$ cat src/hdl/mcev_pkg.sv
// shared types, constants and edge tables for the marching cubes edge vertex unit
package mcev_pkg;

	localparam int GRID_DIM      = 256;
	localparam int FRACTION_BITS = 8;
	localparam int LEVEL_BITS    = 16;

	localparam int POS_W    = 8;
	localparam int COORD_W  = 16;
	localparam int EDGE_W   = 4;
	localparam int TOL_W    = 8;
	localparam int NUM_EDGES = 12;
	localparam int DIFF_W   = LEVEL_BITS + 1;
	localparam int MAG_W    = LEVEL_BITS;
	localparam int QUOT_W   = FRACTION_BITS + 1;
	localparam int REM_W    = MAG_W + FRACTION_BITS + 1;
	localparam int STEP_W   = $clog2(QUOT_W);
	localparam int POS_MAX  = GRID_DIM - 2;

	localparam int CFG_IDX_W  = 1;
	localparam int CFG_DATA_W = LEVEL_BITS;
	localparam logic [CFG_IDX_W-1:0] REG_ISO_LEVEL      = CFG_IDX_W'(0);
	localparam logic [CFG_IDX_W-1:0] REG_NEAR_TOLERANCE = CFG_IDX_W'(1);

	localparam logic [QUOT_W-1:0] FRAC_ONE = QUOT_W'(1) << FRACTION_BITS;

	typedef logic signed [LEVEL_BITS-1:0] level_t;

	typedef struct packed {
		logic [POS_W-1:0] cube_z;
		logic [POS_W-1:0] cube_y;
		logic [POS_W-1:0] cube_x;
		logic [7:0]       corner_valid_mask;
		level_t [7:0]     corner_level;
	} cube_t;

	localparam int S_TDATA_W = ($bits(cube_t) + 7) / 8 * 8;

	typedef struct packed {
		logic [EDGE_W-1:0]  edge_number;
		logic [COORD_W-1:0] vertex_z;
		logic [COORD_W-1:0] vertex_y;
		logic [COORD_W-1:0] vertex_x;
	} vertex_t;

	localparam int M_TDATA_W = ($bits(vertex_t) + 7) / 8 * 8;

	typedef struct packed {
		logic             start;
		logic [MAG_W-1:0] num;
		logic [MAG_W-1:0] den;
	} div_req_t;

	typedef struct packed {
		logic              busy;
		logic              done;
		logic [QUOT_W-1:0] quot;
	} div_rsp_t;

	// first corner of an edge
	function automatic logic [2:0] edge_c1(input logic [EDGE_W-1:0] e);
		logic [2:0] c;
		unique case (e)
			4'd0:    c = 3'd0;
			4'd1:    c = 3'd1;
			4'd2:    c = 3'd2;
			4'd3:    c = 3'd3;
			4'd4:    c = 3'd4;
			4'd5:    c = 3'd5;
			4'd6:    c = 3'd6;
			4'd7:    c = 3'd7;
			4'd8:    c = 3'd0;
			4'd9:    c = 3'd1;
			4'd10:   c = 3'd2;
			4'd11:   c = 3'd3;
			default: c = 3'd0;
		endcase
		return c;
	endfunction

	// second corner of an edge
	function automatic logic [2:0] edge_c2(input logic [EDGE_W-1:0] e);
		logic [2:0] c;
		unique case (e)
			4'd0:    c = 3'd1;
			4'd1:    c = 3'd2;
			4'd2:    c = 3'd3;
			4'd3:    c = 3'd0;
			4'd4:    c = 3'd5;
			4'd5:    c = 3'd6;
			4'd6:    c = 3'd7;
			4'd7:    c = 3'd4;
			4'd8:    c = 3'd4;
			4'd9:    c = 3'd5;
			4'd10:   c = 3'd6;
			4'd11:   c = 3'd7;
			default: c = 3'd0;
		endcase
		return c;
	endfunction

	// corner offset, bit 0 x, bit 1 y, bit 2 z
	function automatic logic [2:0] corner_off(input logic [2:0] c);
		logic [2:0] o;
		unique case (c)
			3'd0: o = 3'b000;
			3'd1: o = 3'b001;
			3'd2: o = 3'b011;
			3'd3: o = 3'b010;
			3'd4: o = 3'b100;
			3'd5: o = 3'b101;
			3'd6: o = 3'b111;
			3'd7: o = 3'b110;
		endcase
		return o;
	endfunction

endpackage

$ cat src/hdl/mcev_div.sv
// restoring divider for the interpolation fraction, one quotient bit per cycle
module mcev_div (
	input  logic               clk,
	input  logic               arst_n,
	input  mcev_pkg::div_req_t req,
	output mcev_pkg::div_rsp_t rsp
);
	import mcev_pkg::*;

	logic              busy_q;
	logic              done_q;
	logic [STEP_W-1:0] cnt_q;
	logic [REM_W-1:0]  rem_q;
	logic [REM_W-1:0]  dsh_q;
	logic [QUOT_W-1:0] quot_q;
	logic              fits;

	assign fits = rem_q >= dsh_q;

	always_ff @(posedge clk or negedge arst_n) begin
		if (!arst_n) begin
			busy_q <= 1'b0;
			done_q <= 1'b0;
			cnt_q  <= '0;
		end else begin
			done_q <= 1'b0;
			if (req.start) begin
				busy_q <= 1'b1;
				cnt_q  <= STEP_W'(QUOT_W - 1);
			end else if (busy_q) begin
				if (cnt_q == '0) begin
					busy_q <= 1'b0;
					done_q <= 1'b1;
				end else begin
					cnt_q <= cnt_q - STEP_W'(1);
				end
			end
		end
	end

	always_ff @(posedge clk) begin
		if (req.start) begin
			// rounding: add half the divisor up front
			rem_q  <= (REM_W'(req.num) << FRACTION_BITS) + REM_W'(req.den >> 1);
			dsh_q  <= REM_W'(req.den) << FRACTION_BITS;
			quot_q <= '0;
		end else if (busy_q) begin
			if (fits) begin
				rem_q <= rem_q - dsh_q;
			end
			dsh_q  <= dsh_q >> 1;
			quot_q <= {quot_q[QUOT_W-2:0], fits};
		end
	end

	assign rsp.busy = busy_q;
	assign rsp.done = done_q;
	assign rsp.quot = quot_q;

	a_start_idle: assert property (@(posedge clk) disable iff (!arst_n)
		req.start |-> !busy_q)
		else $error("divider started while busy");

	a_done_after_busy: assert property (@(posedge clk) disable iff (!arst_n)
		done_q |-> $past(busy_q) && !busy_q)
		else $error("divider done without a finished run");

endmodule

$ cat src/hdl/mcev_ctrl.sv
// sequencer: cube index, edge walk, snap tests and vertex position
module mcev_ctrl (
	input  logic                            clk,
	input  logic                            arst_n,
	input  logic                            in_valid,
	output logic                            in_ready,
	input  mcev_pkg::cube_t                 in_cube,
	input  mcev_pkg::level_t                surf_level,
	input  logic [mcev_pkg::TOL_W-1:0]      near_tolerance,
	output logic                            vtx_valid,
	input  logic                            vtx_take,
	output mcev_pkg::vertex_t               vtx,
	output logic                            vtx_last,
	output mcev_pkg::div_req_t              div_req,
	input  mcev_pkg::div_rsp_t              div_rsp
);
	import mcev_pkg::*;

	localparam logic [2:0] ST_IDLE   = 3'd0;
	localparam logic [2:0] ST_INDEX  = 3'd1;
	localparam logic [2:0] ST_SCAN   = 3'd2;
	localparam logic [2:0] ST_DIFF   = 3'd3;
	localparam logic [2:0] ST_DECIDE = 3'd4;
	localparam logic [2:0] ST_DIV    = 3'd5;
	localparam logic [2:0] ST_EMIT   = 3'd6;

	logic [2:0]              state_q;
	cube_t                   cube_q;
	logic [NUM_EDGES-1:0]    edges_q;
	logic [EDGE_W-1:0]       edge_q;
	logic [QUOT_W-1:0]       frac_q;
	logic signed [DIFF_W-1:0] d1_q;
	logic signed [DIFF_W-1:0] d2_q;
	logic signed [DIFF_W-1:0] d21_q;

	logic                    accept;
	logic [7:0]              below_mask;
	logic [NUM_EDGES-1:0]    edges;
	logic                    outside;
	logic [NUM_EDGES-1:0]    edges_low;
	logic [EDGE_W-1:0]       edge_first;
	level_t                  v1;
	level_t                  v2;
	logic [MAG_W-1:0]        mag1;
	logic [MAG_W-1:0]        mag2;
	logic [MAG_W-1:0]        mag21;
	logic [MAG_W-1:0]        tol_ext;
	logic signed [DIFF_W-1:0] num_s;
	logic                    dec_start;
	logic [QUOT_W-1:0]       dec_frac;
	logic [2:0]              c1;
	logic [2:0]              c2;
	logic [2:0]              off1;
	logic [2:0]              off2;
	logic [COORD_W-1:0]      coord [3];
	logic [POS_W-1:0]        pos [3];

	function automatic logic [MAG_W-1:0] mag(input logic signed [DIFF_W-1:0] x);
		logic signed [DIFF_W-1:0] a;
		a = x[DIFF_W-1] ? -x : x;
		return a[MAG_W-1:0];
	endfunction

	assign accept   = in_valid && in_ready;
	assign in_ready = state_q == ST_IDLE;

	// cube index and crossed edges
	always_comb begin
		for (int i = 0; i < 8; i++) begin
			below_mask[i] = cube_q.corner_valid_mask[i] &&
				($signed(cube_q.corner_level[i]) < surf_level);
		end
		for (int e = 0; e < NUM_EDGES; e++) begin
			edges[e] = below_mask[edge_c1(EDGE_W'(e))] ^ below_mask[edge_c2(EDGE_W'(e))];
		end
		outside = (32'(cube_q.cube_x) > 32'(POS_MAX)) ||
			(32'(cube_q.cube_y) > 32'(POS_MAX)) ||
			(32'(cube_q.cube_z) > 32'(POS_MAX));
	end

	// lowest remaining edge
	always_comb begin
		edges_low  = edges_q & (~edges_q + NUM_EDGES'(1));
		edge_first = '0;
		for (int e = 0; e < NUM_EDGES; e++) begin
			if (edges_low[e]) begin
				edge_first = EDGE_W'(e);
			end
		end
	end

	assign c1   = edge_c1(edge_q);
	assign c2   = edge_c2(edge_q);
	assign v1   = cube_q.corner_level[c1];
	assign v2   = cube_q.corner_level[c2];
	assign off1 = corner_off(c1);
	assign off2 = corner_off(c2);

	// snap tests and saturation
	always_comb begin
		mag1      = mag(d1_q);
		mag2      = mag(d2_q);
		mag21     = mag(d21_q);
		tol_ext   = MAG_W'(near_tolerance);
		num_s     = d21_q[DIFF_W-1] ? -d1_q : d1_q;
		dec_start = 1'b0;
		dec_frac  = '0;
		priority if (mag1 < tol_ext) begin
			dec_frac = '0;
		end else if (mag2 < tol_ext) begin
			dec_frac = FRAC_ONE;
		end else if (mag21 < tol_ext || d21_q == '0) begin
			dec_frac = '0;
		end else if (num_s[DIFF_W-1] || num_s == '0) begin
			dec_frac = '0;
		end else if (num_s[MAG_W-1:0] >= mag21) begin
			dec_frac = FRAC_ONE;
		end else begin
			dec_start = 1'b1;
		end
	end

	assign div_req.start = state_q == ST_DECIDE && dec_start;
	assign div_req.num   = num_s[MAG_W-1:0];
	assign div_req.den   = mag21;

	// vertex position
	assign pos[0] = cube_q.cube_x;
	assign pos[1] = cube_q.cube_y;
	assign pos[2] = cube_q.cube_z;

	always_comb begin
		for (int a = 0; a < 3; a++) begin
			coord[a] = (COORD_W'(pos[a]) + COORD_W'(off1[a])) << FRACTION_BITS;
			if (off2[a] && !off1[a]) begin
				coord[a] = coord[a] + COORD_W'(frac_q);
			end else if (!off2[a] && off1[a]) begin
				coord[a] = coord[a] - COORD_W'(frac_q);
			end
		end
	end

	assign vtx_valid       = state_q == ST_EMIT;
	assign vtx_last        = edges_q == '0;
	assign vtx.vertex_x    = coord[0];
	assign vtx.vertex_y    = coord[1];
	assign vtx.vertex_z    = coord[2];
	assign vtx.edge_number = edge_q;

	always_ff @(posedge clk or negedge arst_n) begin
		if (!arst_n) begin
			state_q <= ST_IDLE;
			edges_q <= '0;
		end else begin
			unique case (state_q)
				ST_IDLE: begin
					if (accept) begin
						state_q <= ST_INDEX;
					end
				end
				ST_INDEX: begin
					edges_q <= edges;
					if (outside || edges == '0) begin
						state_q <= ST_IDLE;
					end else begin
						state_q <= ST_SCAN;
					end
				end
				ST_SCAN: begin
					edges_q <= edges_q & ~edges_low;
					state_q <= ST_DIFF;
				end
				ST_DIFF: begin
					state_q <= ST_DECIDE;
				end
				ST_DECIDE: begin
					state_q <= dec_start ? ST_DIV : ST_EMIT;
				end
				ST_DIV: begin
					if (div_rsp.done) begin
						state_q <= ST_EMIT;
					end
				end
				ST_EMIT: begin
					if (vtx_take) begin
						state_q <= (edges_q == '0) ? ST_IDLE : ST_SCAN;
					end
				end
				default: begin
					state_q <= ST_IDLE;
				end
			endcase
		end
	end

	always_ff @(posedge clk) begin
		if (accept) begin
			cube_q <= in_cube;
		end
		if (state_q == ST_SCAN) begin
			edge_q <= edge_first;
		end
		if (state_q == ST_DIFF) begin
			d1_q  <= DIFF_W'(surf_level) - DIFF_W'(v1);
			d2_q  <= DIFF_W'(surf_level) - DIFF_W'(v2);
			d21_q <= DIFF_W'(v2) - DIFF_W'(v1);
		end
		if (state_q == ST_DECIDE) begin
			frac_q <= dec_frac;
		end else if (state_q == ST_DIV && div_rsp.done) begin
			frac_q <= (div_rsp.quot > FRAC_ONE) ? FRAC_ONE : div_rsp.quot;
		end
	end

	a_accept_index: assert property (@(posedge clk) disable iff (!arst_n)
		accept |=> state_q == ST_INDEX)
		else $error("accepted cube not indexed");

	a_emit_edge: assert property (@(posedge clk) disable iff (!arst_n)
		vtx_valid |-> edge_q < EDGE_W'(NUM_EDGES))
		else $error("vertex on a nonexistent edge");

	a_div_running: assert property (@(posedge clk) disable iff (!arst_n)
		state_q == ST_DIV && !div_rsp.done |-> div_rsp.busy)
		else $error("waiting on an idle divider");

	a_frac_range: assert property (@(posedge clk) disable iff (!arst_n)
		vtx_valid |-> frac_q <= FRAC_ONE)
		else $error("fraction above one");

endmodule

$ cat src/hdl/marching_cubes_edge_vertices_unit.sv
// top level: config registers, output word register, sequencer and divider
//
// channel   dir  handshake                  payload
// s_axis    in   s_axis_tvalid/tready       tdata: corner0..7_level, mask, cube_x/y/z
// m_axis    out  m_axis_tvalid/tready       tdata: vertex_x/y/z, edge_number; tlast
// cfg       in   cfg_we (no wait)           cfg_index, cfg_data
//
// a cube is indexed first, then each crossed edge is scanned, differenced and decided;
// the vertex snaps to a corner or saturates, or goes through the divider (9 quotient steps)
// a cube outside the grid or with no crossing gives no word
// reset clears the sequencer, the divider and the output valid; surface level 0, tolerance 1
// a stalled m_axis holds the last vertex in the output register; the sequencer waits at
// the next vertex, and s_axis is ready again once the last vertex is handed over
module marching_cubes_edge_vertices_unit (
	input  logic                               clk,
	input  logic                               arst_n,
	input  logic                               s_axis_tvalid,
	output logic                               s_axis_tready,
	// corner0_level .. corner7_level, corner_valid_mask, cube_x, cube_y, cube_z
	input  logic [mcev_pkg::S_TDATA_W-1:0]     s_axis_tdata,
	output logic                               m_axis_tvalid,
	input  logic                               m_axis_tready,
	// vertex_x, vertex_y, vertex_z, edge_number, zero fill
	output logic [mcev_pkg::M_TDATA_W-1:0]     m_axis_tdata,
	output logic                               m_axis_tlast,
	input  logic                               cfg_we,
	input  logic [mcev_pkg::CFG_IDX_W-1:0]     cfg_index,
	input  logic [mcev_pkg::CFG_DATA_W-1:0]    cfg_data
);
	import mcev_pkg::*;

	level_t           surf_level_q;
	logic [TOL_W-1:0] near_tolerance_q;
	logic             out_valid_q;
	vertex_t          out_word_q;
	logic             out_last_q;

	cube_t    in_cube;
	vertex_t  vtx;
	logic     vtx_valid;
	logic     vtx_last;
	logic     vtx_take;
	div_req_t div_req;
	div_rsp_t div_rsp;

	assign in_cube  = cube_t'(s_axis_tdata[$bits(cube_t)-1:0]);
	assign vtx_take = vtx_valid && (!out_valid_q || m_axis_tready);

	always_ff @(posedge clk or negedge arst_n) begin
		if (!arst_n) begin
			surf_level_q     <= '0;
			near_tolerance_q <= TOL_W'(1);
		end else if (cfg_we) begin
			unique case (cfg_index)
				REG_ISO_LEVEL:      surf_level_q     <= level_t'(cfg_data);
				REG_NEAR_TOLERANCE: near_tolerance_q <= cfg_data[TOL_W-1:0];
				default: ;
			endcase
		end
	end

	always_ff @(posedge clk or negedge arst_n) begin
		if (!arst_n) begin
			out_valid_q <= 1'b0;
		end else if (vtx_take) begin
			out_valid_q <= 1'b1;
		end else if (m_axis_tready) begin
			out_valid_q <= 1'b0;
		end
	end

	always_ff @(posedge clk) begin
		if (vtx_take) begin
			out_word_q <= vtx;
			out_last_q <= vtx_last;
		end
	end

	mcev_ctrl u_ctrl (
		.clk            (clk),
		.arst_n         (arst_n),
		.in_valid       (s_axis_tvalid),
		.in_ready       (s_axis_tready),
		.in_cube        (in_cube),
		.surf_level     (surf_level_q),
		.near_tolerance (near_tolerance_q),
		.vtx_valid      (vtx_valid),
		.vtx_take       (vtx_take),
		.vtx            (vtx),
		.vtx_last       (vtx_last),
		.div_req        (div_req),
		.div_rsp        (div_rsp)
	);

	mcev_div u_div (
		.clk    (clk),
		.arst_n (arst_n),
		.req    (div_req),
		.rsp    (div_rsp)
	);

	assign m_axis_tvalid = out_valid_q;
	assign m_axis_tdata  = M_TDATA_W'(out_word_q);
	assign m_axis_tlast  = out_last_q;

	a_no_overwrite: assert property (@(posedge clk) disable iff (!arst_n)
		out_valid_q && !m_axis_tready |-> !vtx_take)
		else $error("output word overwritten while stalled");

	a_ready_not_busy: assert property (@(posedge clk) disable iff (!arst_n)
		s_axis_tready |-> !vtx_valid && !div_rsp.busy)
		else $error("input ready while a cube is in work");

	a_last_ends_cube: assert property (@(posedge clk) disable iff (!arst_n)
		vtx_take && vtx_last |=> s_axis_tready)
		else $error("sequencer still busy after the last vertex");

endmodule
$ cat config.mk
export PLATFORM = sky130hd
export DESIGN_NAME = marching_cubes_edge_vertices_unit
export DESIGN_NICKNAME = d
export VERILOG_FILES = /design/src/hdl/mcev_pkg.sv /design/src/hdl/mcev_div.sv /design/src/hdl/mcev_ctrl.sv /design/src/hdl/marching_cubes_edge_vertices_unit.sv
export SDC_FILE = /design/constraint.sdc
export NUM_CORES = 1
export LEC_CHECK = 0
export ABC_AREA = 1
export BUFFER_PORTS_ARGS = -buffer_cell sky130_fd_sc_hd__buf_2
export CAP_MARGIN = 30
export CELL_PAD_IN_SITES_DETAIL_PLACEMENT = 1
export CELL_PAD_IN_SITES_GLOBAL_PLACEMENT = 1
export CORE_AREA = 2 2 342 175
export CTS_CLUSTER_DIAMETER = 30
export DETAILED_ROUTE_END_ITERATION = 8
export DIE_AREA = 0 0 344 177
export PLACE_DENSITY = 0.83
export SKIP_LAST_GASP = 1
export SYNTH_ARGS = -nofsm -noshare
export SYNTH_HDL_FRONTEND = slang
export SYNTH_SLANG_ARGS = --single-unit
export TNS_END_PERCENT = 20
$ cat constraint.sdc
create_clock -name clk -period 11.15 [get_ports clk]
set_clock_uncertainty 0.2 [all_clocks]
set_input_delay 2.23 -clock clk [delete_from_list [all_inputs] [get_ports clk]]
set_output_delay 2.23 -clock clk [all_outputs]
set_load 0.05 [all_outputs]
---- After elaboration in Yosys (flattened, before gate mapping) ----
Memory sizes are Yosys's and may differ from the RTL's.
Index checks and enable logic that the tools add are counted.
storage, ports and cells
  bits in registers ....................... 381
  bits in read-only memories .............. 144
  output and inout port bits .............. 59
  word-level logic and storage cells ...... 215
  memories kept ........................... 4
memory list
  name              depth  bits a word  read ports  clocked after memory_dff  wr ports  RTL line         RTL
  (name not given)  16     3            1           0                         0         mcev_pkg.sv:84   unique case (e)
  (name not given)  16     3            1           0                         0         mcev_pkg.sv:63   unique case (e)
  (name not given)  8      3            1           0                         0         mcev_pkg.sv:105  unique case (c)
  (name not given)  8      3            1           0                         0         mcev_pkg.sv:105
cells by class
  add/sub/neg operators ................... 19
  order comparisons ....................... 19
  equality and inequality tests ........... 10
  multiplexer cells ....................... 61
  bitwise gates (word level) .............. 17
  reduce and logical (&&, ||, !) cells .... 49
operator list
  cell                number
  $mux 16             11
  $lt 16x16->1        8
  $bmux 16 s3         2
  $mux 25             3
  $mux 9              8
  $sub 16x16->17      3
  $add 16x9->16       3
  $lt 16x8->1         3
  $mux 24             2
  $sub 16x9->16       3
  $mux 4              9
  $logic_not 17->1    2
  $neg 16->16         2
  $add 24x15->25      1
  $ge 25x24->1        1
  $sub 25x24->25      1
  $add 8x1->8         3
  $and 12x12->12      2
  $gt 8x8->1 const B  3
  $logic_not 12->1    2
  $not 12->12         2
  $pmux 12 s2         1
  $pmux 3 s7          1
  $logic_and 1x1->1   18
  other kinds (26)    81

---- Depth between registers and ports, before layout ----
Gate-level depths: netlist of run 1.
  depth after elaboration ................. 13
  depth in mapped cells ................... 29
  gate-level depth less buffers ........... 28

---- By module ----
A second synthesis of run 1 with hierarchy kept.
unflattened totals
  cell total of the unflattened synthesis .. 3403
  area total of the unflattened synthesis .. 27104.7 um^2
by module, submodules not included
  module                             instances  cells each  area each (um^2)
  mcev_ctrl                          1          2493        19393.6
  mcev_div                           1          741         4974.8
  marching_cubes_edge_vertices_unit  1          169         2736.4

---- Least setup slack after synthesis of run 1 ----
OpenSTA, ideal clock, no wires.
  path kind ............................... input port to flip-flop
  from .................................... input port s_axis_tvalid
  to ...................................... register u_ctrl.cube_q[0] (netlist bit), enable pin
  setup time .............................. 0.681 ns
  data arrival time ....................... 8.868 ns
  required time ........................... 10.269 ns
  path slack .............................. 1.400 ns
  cell stages on the path ................. 2
  cells stage by stage .................... inv_1 -> nor2_1
between the ends
  cells in the longest elaborated chain, start to end .. 1
ends and longest elaborated chain
  what                     RTL line                                 RTL
  start, declared          marching_cubes_edge_vertices_unit.sv:17  input logic s_axis_tvalid,
  $logic_and 1x1->1        mcev_ctrl.sv:64                          assign accept = in_valid && in_ready;
  named net u_ctrl.accept  mcev_ctrl.sv:36                          logic accept;
  end signal, assigned     mcev_ctrl.sv:198                         cube_q <= in_cube;
  end, declared            mcev_ctrl.sv:28                          cube_t cube_q;
The timed path passes the listed nets, and every way through them passes these cells.
A chain may end at the register's enable or synchronous reset.

---- Final worst setup path of run 1 ----
  from .................................... register u_ctrl.edge_q[0]
  to ...................................... register u_ctrl.d21_q[14] (data pin)
between the ends
  cells in the longest elaborated chain, start to end .. 4
  elaborated cells between the ends (all ways) .. 7
  classes of those cells .................. 1 x add/sub; 4 x mux; 2 x memory
ends and longest elaborated chain
  what                                    RTL line                          RTL
  start, declared                         mcev_ctrl.sv:30                   logic [EDGE_W-1:0] edge_q;
  start signal, assigned                  mcev_ctrl.sv:201                  edge_q <= edge_first;
  $mem_v2 16x3, on equally long branches  -
  $bmux 16 s3, on equally long branches   mcev_ctrl.sv:95, mcev_ctrl.sv:94
  $mux 16, on equally long branches       mcev_ctrl.sv:95, mcev_ctrl.sv:94
  $sub 16x16->17 (*)                      mcev_ctrl.sv:206                  d21_q <= DIFF_W'(v2) - DIFF_W'(v1);
  end signal, assigned                    mcev_ctrl.sv:206
  end, declared                           mcev_ctrl.sv:34                   logic signed [DIFF_W-1:0] d21_q;
Every way passes the cells marked *; elsewhere a longest branch is shown, timed or not. The select of a mux whose other input is x is not followed.

==> results.py, run 1 <==
metrics = {
    "status": {
        "status": "complete, no violations",
    },
    "pwr": {
        "intPower_mw": 2.96,
        "p_switching_mw": 1.09,
        "power_density_mw_per_mm2": 132,
        "combPwrFrac": 0.101,
        "sw_frac_of_total": 0.269,
        "p_clk_frac": 0.511,
        "power_frac_seq": 0.389,
        "p_leak_nw": 14.2,
        "ir_drop_v": 0.000132,
    },
    "global_routing": {
        "grt_remaining_overflow": 0,
        "grt_usage": 0.314,
        "grt_first_pass_wirelength_mm": 148,
        "first_global_vias": 25466,
        "antenna_found_initial": 0,
        "grt_max_degree": 82,
    },
    "routing": {
        "route.detailed.drc": 0,
        "wl_per_cell_um": 22.3,
        "routed_wl_mm": 95.8,
        "ant_nets": 0,
        "vias_per_cell": 5.75,
        "drt-initial-drc-count": 2136,
        "firstDrtPassIters": 5,
        "num_vias": 24711,
    },
    "logic_synthesis": {
        "yosysSeqAreaShare": 0.418,
        "yosysUniqueCellTypes": 62,
        "synthFlopType": "edfxtp_1",
        "syn_inst": 3209,
        "synth-edff-count": 318,
        "ys_ff_latch": 381,
        "yosysWarnings": 0,
        "syn_avg_cell_area_sq_um": 8.23,
        "synth_area_sq_mm": 0.0264,
        "ys_async_sr_fraction": 0.121,
    },
    "sta": {
        "finalHoldViolations": 0,
        "max_slew_margin": 0.377,
        "fin_crit_ns": 6.43,
        "rsz0062_at_grt": "no",
        "drv_slew": 0,
        "setup_violations": 0,
        "fin_ws_ns": 4.72,
        "fin_crit_sh": 0.577,
        "max_freq_mhz": 155,
        "setup-tns-final_ns": 0,
        "tightestPinTransition_ns": 0.927,
    },
    "clocking": {
        "cts_tree": "yes",
        "clkSlewWorstSetupHoldPaths_ns": 0.06,
        "post_cts_buffers": 0,
        "hold_buffers": 0,
        "worstSkewPairLatency_ns": 0.62,
        "cts-root-buf": "clkbuf_16",
        "h-tree-depth": 3,
        "cts.path.max_buffers": 3,
        "cts_resized": 0,
        "clock-sinks": 381,
        "numCtsBuffers": 68,
    },
    "critical_path": {
        "cp_top_family": "compound AO/OA/AOI/OAI gates",
        "slowest_delay_ns": 0.64,
        "crit_path_end_kind": "register",
        "r2r_setup_slack_ns": 4.72,
        "crit_type": "reg -> reg",
        "critPathSlowestCell": "a211oi_1",
        "r2r-end": "u_ctrl.d21_q[14]",
        "path_depth": 23,
        "crit_top_cell": "o21ai_0",
        "crit_fanout": 35,
        "cp_num_buf_inv": 6,
        "crit_start": "u_ctrl.edge_q[0]",
        "timing.rr.start": "u_ctrl.edge_q[0]",
        "critical_path_required_ns": 11.27,
        "worstSetupStartpointType": "register",
        "arrival_ns": 6.56,
        "path_cells": "buf_4 -> inv_1 -> ha_1 -> inv_1 -> nor2_1 -> a31oi_4 -> buf_4 -> inv_2 -> o21ai_0 -> a21oi_1 -> a31o_2 -> inv_1 -> o21ai_0 -> fa_1 -> nor2_1 -> a211oi_1 -> o21ai_0 -> nand2_1 -> nand2_1 -> a21oi_1 -> o21ai_0 -> a21boi_0 -> xor2_1",
        "reg2regPathDepth": 23,
    },
    "floorplanning": {
        "die-area_sq_mm": 0.0609,
        "core_sq_mm": 0.0582,
        "dieWidth_um": 344,
        "ios": 241,
        "die_h_um": 177,
        "num_rows": 63,
        "start_util": 0.454,
    },
    "placement": {
        "io_buffers": 236,
        "pre_cts_ws_ns": 4.94,
        "dp_hpwl_mm": 74.7,
        "place.gp.congestion": 1.00,
        "dp_cells": 4166,
    },
    "min_path": {
        "hold_start": "u_div.quot_q[0]",
        "hp-class": "reg -> reg",
        "min_path_cells": 2,
        "whs_endpoint": "u_div.quot_q[0]",
    },
    "final_layout": {
        "final_nets": 3908,
        "diodes": 0,
        "area_growth_pct": 16.2,
        "drive_above_1_share": 0.127,
        "stdcell_count": 4294,
    },
    "job": {
        "drv_cap": 0,
    },
}
worst reg2reg max path: cells and delay by family (launching register included):
| family | cells | cell delay, ns |
|---|---|---|
| adder cells (fa/ha/maj) | 2 | 0.69 |
| AO/OA/AOI/OAI | 10 | 2.87 |
| buffers and inverters | 6 | 1.55 |
| AND/OR/NAND/NOR | 4 | 0.41 |
| XOR/XNOR | 1 | 0.12 |
| flip-flops | 1 | 0.32 |
worst max path at each step:
stage,to
2_1_floorplan,u_ctrl.cube_q[0]
5_1_grt,u_ctrl.d21_q[14]
3_5_place_dp,u_ctrl.d21_q[14]
4_1_cts,u_ctrl.d21_q[14]
6_report,u_ctrl.d21_q[14]
3_3_place_gp,u_ctrl.d21_q[14]
power by group through the flow:
stage	clock network (mW)	registers, mW	logic [mW]
finish	2.07	1.57	0.407
global placement	0	1.60	0.360
detailed placement	0	1.60	0.389
floorplan	0	1.59	0.230
global route	2.16	1.57	0.446
CTS	2.10	1.57	0.396
final cells by class:
cell class | instances | area (sq um)
Clock buffer | 76 | 1780
Clock inverter | 48 | 458
Fill cell | 7054 | 27500
Inverter | 403 | 1520
Multi-Input combinational cell | 2344 | 13500
Sequential cell | 381 | 11000
Tap cell | 780 | 976
Timing Repair Buffer | 262 | 1440
metal layers:
layer	share of wire	GRT usage
met1	0.47	0.462
met2	0.42	0.466
met3	0.090	0.0673
met4	0.022	0.0808
met5	0	0
Yosys cell counts (all sizes together) (5+ instances only):
cell type / number / share of area
nand4: 25 / 0.0059
inv: 401 / 0.057
xor2: 89 / 0.030
dfxtp: 17 / 0.013
o21a: 7 / 0.0020
or2: 5 / 0.0012
a21boi: 5 / 0.0014
clkbuf: 60 / 0.0086
a211oi: 6 / 0.0017
a21o: 5 / 0.0014
a31oi: 14 / 0.0036
edfxtp: 318 / 0.36
xnor2: 38 / 0.013
o21bai: 11 / 0.0031
o211ai: 12 / 0.0034
a221oi: 18 / 0.0060
o31ai: 6 / 0.0017
nor2: 245 / 0.036
nor3: 34 / 0.0068
ha: 262 / 0.12
nor4: 10 / 0.0024
o221ai: 6 / 0.0020
dfrtp: 45 / 0.043
a21oi: 214 / 0.041
nand3: 194 / 0.037
buf: 24 / 0.0075
o21ai: 233 / 0.046
nand3b: 9 / 0.0027
o22ai: 40 / 0.0095
nand2: 839 / 0.12
sequential cells by signal, summed over array words and instances (netlist names), 8 cells and up:
signal / count
m_axis_tdata: 52
u_div.dsh_q: 24
surf_level_q: 16
u_ctrl.edges_q: 12
u_ctrl.cube_q: 160
u_div.rem_q: 25
u_ctrl.frac_q: 9
near_tolerance_q: 8
u_ctrl.d1_q: 17
u_ctrl.d21_q: 17
u_div.quot_q: 9
u_ctrl.d2_q: 17
cells in the final DEF (no fill, tap or decap), drive strengths merged, types with 17 or more instances in the layout:
cell / count
a21oi: 214
a221oi: 18
buf: 260
clkbuf: 78
clkinv: 25
dfrtp: 45
dfxtp: 17
edfxtp: 318
ha: 262
inv: 413
nand2: 839
nand3: 194
nand4: 25
nor2: 245
nor3: 34
o21ai: 233
o22ai: 40
xnor2: 38
xor2: 89
stage by stage:
step | power [mW] | instance area [sq um] | hold slack [ns] | util
2_1_floorplan | 1.82 | 26400 | 0.243 | -
3_3_place_gp | 1.96 | 28400 | 0.269 | 0.487
3_5_place_dp | 1.99 | 28400 | 0.269 | 0.488
4_1_cts | 4.06 | 30600 | 0.278 | 0.526
5_1_grt | 4.17 | 30700 | 0.299 | 0.528
6_report | 4.05 | 30700 | 0.275 | 0.528
kinds of logic (layout without fill, tap and decap cells):
group                    count (synthesis)  in the layout  share of synthesized area
AND/OR/NAND/NOR                       1362           1362                      0.214
other                                    1              4                   0.000142
XOR/XNOR                               127            127                     0.0421
buffers and inverters                  487            789                     0.0734
flip-flops                             381            381                      0.418
AO/OA/AOI/OAI                          585            585                      0.125
adder cells (fa/ha/maj)                266            266                      0.127
(Power assumes the default switching activity.)
==> run 2: changes to the inputs <==
- clock period: 11.15 -> 6.2 ns (I/O delays scaled with it)
==> run 2 against run 1 <==
  * Sequential power up 80%
  * Sequential share of layout area about the same
  * Critical path depth up 7
  * Power up 79%
  * Worst setup slack worse by 3.9 ns
  * Non-clock buffer count up 1
  * Clock power up 79%
  * Critical endpoint is now u_ctrl.d21_q[13]
  * Largest cell class unchanged
==> results.py, run 2 (synthesis results as in run 1) <==
metrics = {
    "final_layout": {
        "fill_cells": 6989,
        "largest_reg_flops": 160,
        "final_cell_mix": "823 x nand2_1, 390 x inv_1, 318 x edfxtp_1, 262 x ha_1, 236 x buf_2",
        "post-route-util": 0.527,
        "final_nets": 3909,
        "top_register": "u_ctrl.cube_q",
        "drive_above_1_share": 0.128,
        "stdcell_count": 4297,
        "area_growth_pct": 16.0,
        "layout_commonest_cell": "nand2_1",
        "final_cell_area_sq_mm": 0.0307,
    },
    "global_routing": {
        "grt_usage": 0.313,
        "first_global_vias": 25440,
        "grt_remaining_overflow": 0,
        "grt_max_degree": 154,
        "grt_first_pass_wirelength_mm": 147,
        "antenna_found_initial": 2,
        "grt_util_met1": 0.454,
        "grt.met2_usage": 0.475,
        "top_usage_layer": "met2",
        "grt_util_met3": 0.0669,
    },
    "sta": {
        "drv_slew": 0,
        "setup_violations": 0,
        "rsz0062_at_grt": "no",
        "setup-tns-final_ns": 0,
        "max_slew_margin": 0.204,
        "tightestPinTransition_ns": 1.19,
        "max_freq_mhz": 186,
        "fin_crit_sh": 0.866,
        "finalHoldViolations": 0,
        "fin_ws_ns": 0.832,
        "holdWs_ns": 0.273,
        "fin_crit_ns": 5.37,
    },
    "pwr": {
        "sw_frac_of_total": 0.276,
        "power_frac_seq": 0.389,
        "ir_drop_v": 0.000183,
        "p_switching_mw": 2.00,
        "p_total_mw": 7.26,
        "p_leak_nw": 14.2,
        "intPower_mw": 5.26,
        "combPwrFrac": 0.101,
        "p_clk_frac": 0.510,
        "power_density_mw_per_mm2": 237,
    },
    "floorplanning": {
        "dieWidth_um": 344,
        "core_sq_mm": 0.0582,
        "die-area_sq_mm": 0.0609,
        "start_util": 0.454,
        "num_rows": 63,
        "ios": 241,
        "die_h_um": 177,
    },
    "routing": {
        "route.detailed.drc": 0,
        "wl_per_cell_um": 22.3,
        "num_vias": 24898,
        "drt-initial-drc-count": 2528,
        "ant_nets": 0,
        "vias_per_cell": 5.79,
        "routed_wl_mm": 95.7,
        "firstDrtPassIters": 5,
    },
    "placement": {
        "place.gp.congestion": 0.960,
        "dp_hpwl_mm": 74.4,
        "place_area_sq_mm": 0.0284,
        "io_buffers": 236,
        "pre_cts_ws_ns": 1.03,
        "dp_cells": 4170,
    },
    "critical_path": {
        "crit_fanout": 29,
        "crit_path_end_kind": "register",
        "worstSetupStartpointType": "register",
        "crit_top_cell": "nand2_1",
        "critical_path_required_ns": 6.33,
        "slowest_delay_ns": 0.51,
        "crit_type": "reg -> reg",
        "critPathSlowestCell": "o21ai_0",
        "arrival_ns": 5.50,
    },
    "clocking": {
        "cts_tree": "yes",
        "post_cts_buffers": 0,
        "cts_resized": 0,
        "clock-sinks": 381,
        "h-tree-depth": 3,
        "cts-root-buf": "clkbuf_16",
        "numCtsBuffers": 68,
        "hold_buffers": 0,
        "clkSlewWorstSetupHoldPaths_ns": 0.06,
        "cts.path.max_buffers": 3,
        "worstSkewPairLatency_ns": 0.61,
    },
    "status": {
        "status": "complete, no violations",
    },
    "job": {
        "drv_cap": 0,
    },
    "min_path": {
        "hp-class": "reg -> reg",
    },
}
## run 2: changes by cell type in the layout (fill, tap and decap cells not counted), moves of 4 or more
cell,change
inv_6,+11
clkinv_1,-7
clkinvlp_4,-6
buf_4,+4
clkinv_4,+4
inv_8,+4
## run 2: cell type report
| class | count | area (sq um) | share of cell area |
|---|---|---|---|
| sequential | 381 | 11000 | 0.360 |
| timing repair buffer | 263 | 1400 | 0.0456 |
| multi-input combinational | 2344 | 13500 | 0.440 |
| clock inverter | 48 | 459 | 0.0150 |
| inverter | 403 | 1520 | 0.0494 |
| tap | 780 | 976 | 0.0318 |
| antenna | 3 | 7.51 | 0.000245 |
| clock buffer | 75 | 1770 | 0.0578 |
## run 2: layer usage
layer  wire length (um)  up-vias
met4               2260        0
li1                   -    11388
met5                  0        -
met1              44500    12297
met2              40500     1010
met3               8490      203
## run 2: final timing paths
kind | start | endpoint | slack (ns) | cells past startpoint
worst max-delay path | u_ctrl.edge_q[1] | u_ctrl.d21_q[13] | 0.83 | 30
worst min-delay path | u_div.quot_q[0] | u_div.quot_q[0] | 0.27 | 2
worst max register to register | u_ctrl.edge_q[1] | u_ctrl.d21_q[13] | 0.83 | 30
worst min register to register | u_div.quot_q[0] | u_div.quot_q[0] | 0.27 | 2
max in group asynchronous | arst_n | u_ctrl.edges_q[8] | 4.65 | 2
min in group asynchronous | arst_n | surf_level_q[8] | 0.57 | 2
## run 2: critical path: cells and delay by family (launching register included)
kind | cells | cell delay, ns
AOI/OAI and AO/OA | 8 | 1.72
xor gates and xnor gates | 1 | 0.06
adders and majority gates | 2 | 0.57
buffers and inverters | 7 | 0.94
DFF | 1 | 0.49
and+or+nand+nor | 12 | 1.12
## run 2: power groups by stage
stage,Sequential [mW],Combinational (mW),Clock [mW]
floorplan,2.86,0.414,0
global placement,2.87,0.649,0
detailed placement,2.87,0.698,0
CTS,2.82,0.709,3.74
global route,2.83,0.804,3.85
finish,2.83,0.731,3.71
